===== config.mk =====
export PLATFORM = sky130hd
export DESIGN_NAME = frequency_invariance_scale_flat
export DESIGN_NICKNAME = d
export VERILOG_FILES = /design/src/hw/rtl/fis_pkg.sv /design/src/hw/rtl/fis_chan_if.sv /design/src/hw/rtl/fis_muldiv.sv /design/src/hw/rtl/frequency_invariance_scale.sv /design/src/flat_wrapper.sv
export SDC_FILE = /design/constraint.sdc
export NUM_CORES = 1
export LEC_CHECK = 0
export ABC_CLOCK_PERIOD_IN_PS = 16100
export BUFFER_PORTS_ARGS = -buffer_cell sky130_fd_sc_hd__buf_2
export CAP_MARGIN = 20
export CORE_MARGIN = 2
export CORE_UTILIZATION = 55
export CTS_CLUSTER_SIZE = 8
export DETAILED_ROUTE_END_ITERATION = 8
export HOLD_SLACK_MARGIN = 0.02
export PLACE_DENSITY = 0.76
export SYNTH_ARGS = -nofsm -noshare
export SYNTH_HDL_FRONTEND = slang
export SYNTH_SLANG_ARGS = --single-unit

===== constraint.sdc =====
create_clock -name clock -period 16.1 [get_ports clock]
set_input_delay 0.805 -clock clock [delete_from_list [all_inputs] [get_ports clock]]
set_output_delay 0.805 -clock clock [all_outputs]
set_load 0.01 [all_outputs]

===== src/hw/rtl/fis_pkg.sv =====
// ----------------------------------------------------------------------------
// fis_pkg
// Shared types and fixed widths for the frequency invariance scale block.
// ----------------------------------------------------------------------------
`default_nettype none

package fis_pkg;

   localparam int CNT_W   = 64;
   localparam int RATIO_W = 32;
   localparam int SCALE_W = 11;

   localparam logic [RATIO_W-1:0] RATIO_RESET = 32'd1048576;

   typedef struct packed {
      logic [CNT_W-1:0] core_cycles;
      logic [CNT_W-1:0] active_time;
   } req_payload_type;

   typedef struct packed {
      logic [SCALE_W-1:0] scale_factor;
   } rsp_payload_type;

   typedef logic [RATIO_W-1:0] csr_payload_type;

   typedef struct packed {
      logic               start;
      logic [CNT_W-1:0]   dcore;
      logic [CNT_W-1:0]   dact;
      logic [RATIO_W-1:0] ratio;
   } fis_cmd_type;

   typedef struct packed {
      logic               busy;
      logic [SCALE_W-1:0] result;
   } fis_stat_type;

endpackage

`default_nettype wire


===== src/hw/rtl/fis_chan_if.sv =====
// ----------------------------------------------------------------------------
// fis_chan_if
// Valid/ready channel carrying one payload beat.
// ----------------------------------------------------------------------------
`default_nettype none

interface fis_chan_if #(
   parameter type payload_type = logic
) ();

   logic        valid;
   logic        ready;
   payload_type data;

   modport source (output valid, output data, input ready);
   modport sink   (input valid, input data, output ready);

endinterface

`default_nettype wire


===== src/hw/rtl/fis_muldiv.sv =====
// ----------------------------------------------------------------------------
// fis_muldiv
// Bit-serial multiply (64 x 32, low 64 bits kept), shift, restoring divide
// one quotient bit per cycle, then saturation at the capacity scale.
// ----------------------------------------------------------------------------
`default_nettype none

module fis_muldiv
   import fis_pkg::*;
#(
   parameter int CAP_SHIFT = 10
) (
   input  wire logic        clock,
   input  wire logic        reset,
   input  wire fis_cmd_type cmd,
   output fis_stat_type     stat
);

   localparam int DW    = CNT_W - CAP_SHIFT;
   localparam int STEPW = $clog2(DW);
   localparam logic [STEPW-1:0] MUL_LAST = STEPW'(RATIO_W - 1);
   localparam logic [STEPW-1:0] DIV_LAST = STEPW'(DW - 1);
   localparam logic [DW-1:0]    LIMIT    = {{(DW-1){1'b0}}, 1'b1} << CAP_SHIFT;

   typedef enum logic [1:0] {
      ST_IDLE,
      ST_MUL,
      ST_DIV,
      ST_SAT
   } state_type;

   state_type          state_ff, state_in;
   logic [STEPW-1:0]   step_ff, step_in;
   logic [CNT_W-1:0]   acc_ff, acc_in;
   logic [CNT_W-1:0]   mcand_ff, mcand_in;
   logic [RATIO_W-1:0] mplier_ff, mplier_in;
   logic [CNT_W-1:0]   dact_ff, dact_in;
   logic [CNT_W-1:0]   rem_ff, rem_in;
   logic [DW-1:0]      quo_ff, quo_in;
   logic [SCALE_W-1:0] result_ff, result_in;

   logic [CNT_W-1:0]   acc_sum;
   logic [CNT_W:0]     rem_sh;
   logic [CNT_W:0]     rem_sub;
   logic               q_bit;

   always_comb begin
      acc_sum = acc_ff + (mplier_ff[0] ? mcand_ff : '0);
      rem_sh  = {rem_ff, quo_ff[DW-1]};
      q_bit   = rem_sh >= {1'b0, dact_ff};
      rem_sub = rem_sh - {1'b0, dact_ff};
   end

   always_comb begin
      state_in  = state_ff;
      step_in   = step_ff;
      acc_in    = acc_ff;
      mcand_in  = mcand_ff;
      mplier_in = mplier_ff;
      dact_in   = dact_ff;
      rem_in    = rem_ff;
      quo_in    = quo_ff;
      result_in = result_ff;
      unique case (state_ff)
         ST_IDLE: begin
            if (cmd.start) begin
               acc_in    = '0;
               mcand_in  = cmd.dcore;
               mplier_in = cmd.ratio;
               dact_in   = cmd.dact;
               step_in   = '0;
               state_in  = ST_MUL;
            end
         end
         ST_MUL: begin
            acc_in    = acc_sum;
            mcand_in  = {mcand_ff[CNT_W-2:0], 1'b0};
            mplier_in = {1'b0, mplier_ff[RATIO_W-1:1]};
            step_in   = step_ff + 1'b1;
            if (step_ff == MUL_LAST) begin
               quo_in   = DW'(acc_sum >> CAP_SHIFT);
               rem_in   = '0;
               step_in  = '0;
               state_in = ST_DIV;
            end
         end
         ST_DIV: begin
            rem_in  = q_bit ? rem_sub[CNT_W-1:0] : rem_sh[CNT_W-1:0];
            quo_in  = {quo_ff[DW-2:0], q_bit};
            step_in = step_ff + 1'b1;
            if (step_ff == DIV_LAST) begin
               state_in = ST_SAT;
            end
         end
         ST_SAT: begin
            result_in = (quo_ff > LIMIT) ? LIMIT[SCALE_W-1:0] : quo_ff[SCALE_W-1:0];
            state_in  = ST_IDLE;
         end
         default: state_in = ST_IDLE;
      endcase
   end

   always_ff @(posedge clock) begin
      if (reset) begin
         state_ff <= ST_IDLE;
      end else begin
         state_ff <= state_in;
      end
   end

   always_ff @(posedge clock) begin
      step_ff   <= step_in;
      acc_ff    <= acc_in;
      mcand_ff  <= mcand_in;
      mplier_ff <= mplier_in;
      dact_ff   <= dact_in;
      rem_ff    <= rem_in;
      quo_ff    <= quo_in;
      result_ff <= result_in;
   end

   assign stat.busy   = state_ff != ST_IDLE;
   assign stat.result = result_ff;

endmodule

`default_nettype wire


===== src/hw/rtl/frequency_invariance_scale.sv =====
// ----------------------------------------------------------------------------
// frequency_invariance_scale
// Per-tick frequency scale from core-cycle and active-time counter deltas.
//
//   channel  dir  beat
//   req_bus  in   core_cycles[63:0], active_time[63:0]
//   rsp_bus  out  scale_factor[10:0]
//   csr_bus  in   max_ratio_scale[31:0]
//
// A tick with both counters increasing has its result computed by the bit-serial
// multiply and divide after accept; the next tick is taken once that result has
// moved into the output register.
// A tick without a result is done in its accept cycle.
// Reset is synchronous; it clears the previous samples and reloads the ratio.
// A held result does not block the next tick; only a second finished
// result waits for the output register to drain.
// ----------------------------------------------------------------------------
`default_nettype none

module frequency_invariance_scale
   import fis_pkg::*;
#(
   parameter int CAP_SHIFT = 10
) (
   input  wire logic  clock,
   input  wire logic  reset,
   fis_chan_if.sink   req_bus,
   fis_chan_if.source rsp_bus,
   fis_chan_if.sink   csr_bus
);

   typedef enum logic {
      ST_IDLE,
      ST_RUN
   } state_type;

   state_type          state_ff, state_in;
   logic [CNT_W-1:0]   prev_core_ff, prev_core_in;
   logic [CNT_W-1:0]   prev_act_ff, prev_act_in;
   logic [RATIO_W-1:0] ratio_ff, ratio_in;
   logic               rsp_valid_ff, rsp_valid_in;
   logic [SCALE_W-1:0] rsp_scale_ff, rsp_scale_in;

   fis_cmd_type  cmd;
   fis_stat_type stat;
   logic         req_take;
   logic         slot_free;
   logic         core_up;
   logic         act_up;

   fis_muldiv #(
      .CAP_SHIFT (CAP_SHIFT)
   ) u_muldiv (
      .clock (clock),
      .reset (reset),
      .cmd   (cmd),
      .stat  (stat)
   );

   assign req_bus.ready = state_ff == ST_IDLE;
   assign csr_bus.ready = 1'b1;
   assign req_take      = req_bus.valid && req_bus.ready;
   assign slot_free     = !rsp_valid_ff || rsp_bus.ready;
   assign core_up       = req_bus.data.core_cycles > prev_core_ff;
   assign act_up        = req_bus.data.active_time > prev_act_ff;

   assign cmd.start = req_take && core_up && act_up;
   assign cmd.dcore = req_bus.data.core_cycles - prev_core_ff;
   assign cmd.dact  = req_bus.data.active_time - prev_act_ff;
   assign cmd.ratio = ratio_ff;

   always_comb begin
      state_in     = state_ff;
      prev_core_in = prev_core_ff;
      prev_act_in  = prev_act_ff;
      ratio_in     = ratio_ff;
      rsp_valid_in = rsp_valid_ff && !rsp_bus.ready;
      rsp_scale_in = rsp_scale_ff;
      if (csr_bus.valid) begin
         ratio_in = csr_bus.data;
      end
      unique case (state_ff)
         ST_IDLE: begin
            if (req_take) begin
               prev_core_in = req_bus.data.core_cycles;
               prev_act_in  = req_bus.data.active_time;
               if (cmd.start) begin
                  state_in = ST_RUN;
               end
            end
         end
         ST_RUN: begin
            if (!stat.busy && slot_free) begin
               rsp_valid_in = 1'b1;
               rsp_scale_in = stat.result;
               state_in     = ST_IDLE;
            end
         end
         default: state_in = ST_IDLE;
      endcase
   end

   always_ff @(posedge clock) begin
      if (reset) begin
         state_ff     <= ST_IDLE;
         prev_core_ff <= '0;
         prev_act_ff  <= '0;
         ratio_ff     <= RATIO_RESET;
         rsp_valid_ff <= 1'b0;
      end else begin
         state_ff     <= state_in;
         prev_core_ff <= prev_core_in;
         prev_act_ff  <= prev_act_in;
         ratio_ff     <= ratio_in;
         rsp_valid_ff <= rsp_valid_in;
      end
   end

   always_ff @(posedge clock) begin
      rsp_scale_ff <= rsp_scale_in;
   end

   assign rsp_bus.valid             = rsp_valid_ff;
   assign rsp_bus.data.scale_factor = rsp_scale_ff;

endmodule

`default_nettype wire


===== src/flat_wrapper.sv =====
// flat-port wrapper written by rule: the top's interface ports become plain ports
module frequency_invariance_scale_flat import fis_pkg::*;
#(
   parameter int CAP_SHIFT = 10
)
  (clock, reset, req_bus_valid, req_bus_data, req_bus_ready, rsp_bus_valid, rsp_bus_data, rsp_bus_ready, csr_bus_valid, csr_bus_data, csr_bus_ready);
  fis_chan_if #(.payload_type(req_payload_type)) req_bus_i ();
  fis_chan_if #(.payload_type(rsp_payload_type)) rsp_bus_i ();
  fis_chan_if #(.payload_type(csr_payload_type)) csr_bus_i ();
  input  wire logic clock;
  input  wire logic reset;
  input wire logic [$bits(req_bus_i.valid)-1:0] req_bus_valid;
  input wire logic [$bits(req_bus_i.data)-1:0] req_bus_data;
  output wire logic [$bits(req_bus_i.ready)-1:0] req_bus_ready;
  output wire logic [$bits(rsp_bus_i.valid)-1:0] rsp_bus_valid;
  output wire logic [$bits(rsp_bus_i.data)-1:0] rsp_bus_data;
  input wire logic [$bits(rsp_bus_i.ready)-1:0] rsp_bus_ready;
  input wire logic [$bits(csr_bus_i.valid)-1:0] csr_bus_valid;
  input wire logic [$bits(csr_bus_i.data)-1:0] csr_bus_data;
  output wire logic [$bits(csr_bus_i.ready)-1:0] csr_bus_ready;
  assign req_bus_i.valid = req_bus_valid;
  assign req_bus_i.data = req_bus_data;
  assign req_bus_ready = req_bus_i.ready;
  assign rsp_bus_valid = rsp_bus_i.valid;
  assign rsp_bus_data = rsp_bus_i.data;
  assign rsp_bus_i.ready = rsp_bus_ready;
  assign csr_bus_i.valid = csr_bus_valid;
  assign csr_bus_i.data = csr_bus_data;
  assign csr_bus_ready = csr_bus_i.ready;
  frequency_invariance_scale #(.CAP_SHIFT(CAP_SHIFT)) u_core (.clock(clock), .reset(reset), .req_bus(req_bus_i), .rsp_bus(rsp_bus_i), .csr_bus(csr_bus_i));
endmodule

==> impl_metrics.json <==
{
  "status": "finished, final reports clean",
  "async_flop_share": 0,
  "fp.dieW_um": 259,
  "start_util": 0.555,
  "setup_tns_ps": 0,
  "worst_slew_pin_slew_ps": 1020,
  "grt_pass1_wl_um": 145000,
  "p_per_area_mw_per_mm2": 164,
  "die_y_um": 259,
  "core_sq_mm": 0.0643,
  "ir_worst_vdd_v": 0.000121,
  "cts_setup_buffers": 0,
  "hold_buffers": 0,
  "ys_seq_area_frac": 0.403,
  "fin_ws_ps": 11250,
  "drv_slew": 0,
  "cts_tree": "yes",
  "place_ws_ps": 10530,
  "cts.sinks": 534,
  "wire_per_inst_um": 17.8,
  "synth_edf_count": 370,
  "yosys_warnings": 0,
  "die_area_sq_mm": 0.0670,
  "h-tree-depth": 3,
  "rsz0062_at_grt": "no",
  "portBuffers": 177,
  "critPathCaptureType": "flop",
  "dpl.cell_count": 4943,
  "dp_hpwl_um": 65200,
  "grt-ovfl-total": 0,
  "syn_area_per_cell_sq_um": 8.72,
  "grtUsageTotal": 0.264,
  "leakage_uw": 0.0160,
  "clock-root-buffer": "clkbuf_16",
  "area_growth_pct": 10.2,
  "crit_path_max_fanout": 64,
  "cts-buffers-inserted": 77,
  "crit_arrival_ps": 5180,
  "pwr-share-seq": 0.331,
  "ys.flop_type": "edfxtp_1",
  "p_switching_uw": 2520,
  "fillCellCount": 5537,
  "internal-power_uw": 3960,
  "worstSetupStartpointType": "flop",
  "crit_type": "flop to flop",
  "cts_resized": 0,
  "synthesis.area_sq_mm": 0.0357,
  "insertion_delay_ps": 610,
  "pwr-share-clk": 0.238,
  "maxCapViolCount": 0,
  "crit_required_ps": 16430,
  "clkTransAtPathRegs_ps": 50,
  "timing.fmax_mhz": 206,
  "finalNonFillerCells": 5082,
  "io_pins": 179,
  "setup_viol": 0,
  "vias": 29700,
  "final_cell_mix": "652 x nand2_1, 459 x a21oi_1, 370 x edfxtp_1",
  "antenna_found_initial": 5,
  "dr.pass1.iters": 6,
  "grt_pass1_vias": 27900,
  "final_common_cell": "nand2_1",
  "fp-row-count": 93,
  "drtIter0Drc": 2292,
  "routed_wl_um": 90300,
  "grt_max_degree": 110,
  "hold_path.class": "input port to flop",
  "fin_skew_ps": 33.9,
  "slew_headroom": 0.317,
  "finalCritPeriodShare": 0.301,
  "swShare": 0.389,
  "viasPerCell": 5.85,
  "postRouteAntennaNets": 0,
  "finalHoldViolCount": 0,
  "globalplace.congestion": 0.923,
  "drive_gt1_frac": 0.0842,
  "post-route-min-period_ps": 4850,
  "syn_inst": 4098,
  "fin_nets": 4598,
  "clock_tree.buffer_depth": 3,
  "p_comb_frac": 0.430,
  "synth_cell_type_count": 80,
  "drc": 0,
  "ys_ff_latch": 534,
  "syn_nets": 4528
}
==> worst max-delay path, cell delays in order (launching register included) <==
cell      delay [ps]
edfxtp_1         320
buf_4            390
and2_1           200
ha_1             190
inv_1             70
fa_1             370
and2b_1          230
o21a_1           120
nor2_1            60
o21ai_0          480
a31oi_1          340
o21a_1           320
or4_1            540
a21oi_1          310
nor2_1           160
o31ai_1          340
mux2i_1          120
==> sequential cells by signal, indices dropped and copies added (netlist names), 32 cells and up <==
| name | cells |
|---|---|
| u_core.u_muldiv.dact_ff | 64 |
| u_core.u_muldiv.quo_ff | 54 |
| u_core.u_muldiv.mplier_ff | 32 |
| u_core.u_muldiv.rem_ff | 64 |
| u_core.prev_act_ff | 64 |
| u_core.prev_core_ff | 64 |
| u_core.u_muldiv.mcand_ff | 64 |
| u_core.u_muldiv.acc_ff | 64 |
| u_core.ratio_ff | 32 |
==> Yosys cell counts (65+ instances only) <==
| cell type | number | area, sq um |
|---|---|---|
| ha_1 | 261 | 3270 |
| and2_1 | 94 | 588 |
| o21ai_0 | 247 | 1240 |
| nand2_1 | 653 | 2450 |
| dfxtp_1 | 164 | 3280 |
| inv_1 | 266 | 998 |
| nor2_1 | 237 | 890 |
| edfxtp_1 | 370 | 11100 |
| xor2_1 | 96 | 841 |
| a21o_1 | 186 | 1400 |
| xnor2_1 | 144 | 1260 |
| nand3_1 | 65 | 325 |
| a21oi_1 | 459 | 2300 |
| clkbuf_1 | 183 | 687 |
==> metrics by stage <==
stage | hold WS (ps) | power [uW] | area, sq um | util
final | 413 | 6470 | 39400 | 0.612
after global placement | 400 | 4820 | 37100 | 0.576
after floorplan | 400 | 4310 | 35700 | -
after CTS | 376 | 6460 | 39400 | 0.612
after detailed placement | 405 | 4880 | 37100 | 0.576
after global routing | 419 | 6890 | 39400 | 0.612
==> routing by layer <==
metal  GRT usage  routed length (um)
met1       0.380               42300
met2       0.408               39700
met3      0.0393                5860
met4      0.0875                2370
met5           0                  42
==> final cells by class <==
class                      instances  area [sq um]  area share
inverter                         268          1010      0.0255
clock inverter                     5          72.6     0.00184
tap                              855          1070      0.0272
antenna                            1          2.50   0.0000635
sequential                       534         14400       0.365
clock buffer                     132          2220      0.0563
timing repair buffer             194          1040      0.0264
multi-input combinational       3093         19600       0.497
==> power by group through the flow <==
stage          Sequential, uW  Clock, uW  Combinational (uW)
2_1_floorplan            2190          0                2110
3_5_place_dp             2170          0                2710
3_3_place_gp             2150          0                2670
6_report                 2150       1540                2780
5_1_grt                  2180       1630                3080
4_1_cts                  2150       1580                2740
==> path summary, 6_finish.rpt <==
path	end	from	slack, ps	depth (start not counted)
worst max-delay path	u_core.u_muldiv.acc_ff[56]	u_core.u_muldiv.mplier_ff[0]	11250	16
worst min-delay path	u_core.ratio_ff[20]	csr_bus_data[20]	410	2
worst max register to register	u_core.u_muldiv.acc_ff[56]	u_core.u_muldiv.mplier_ff[0]	11250	16
worst min register to register	u_core.rsp_bus.data[6]	u_core.u_muldiv.result_ff[6]	420	0
==> cell families after synthesis <==
| group | after synthesis | synth area share |
|---|---|---|
| other | 1 | 0.000105 |
| muxes | 74 | 0.0221 |
| xor gates and xnor gates | 240 | 0.0588 |
| DFF | 534 | 0.403 |
| adders and majority gates | 265 | 0.0936 |
| and+or+nand+nor | 1301 | 0.164 |
| AOI/OAI and AO/OA | 1212 | 0.208 |
| buffers and inverters | 471 | 0.0506 |
No activity file was read; power rests on OpenSTA's default activity.
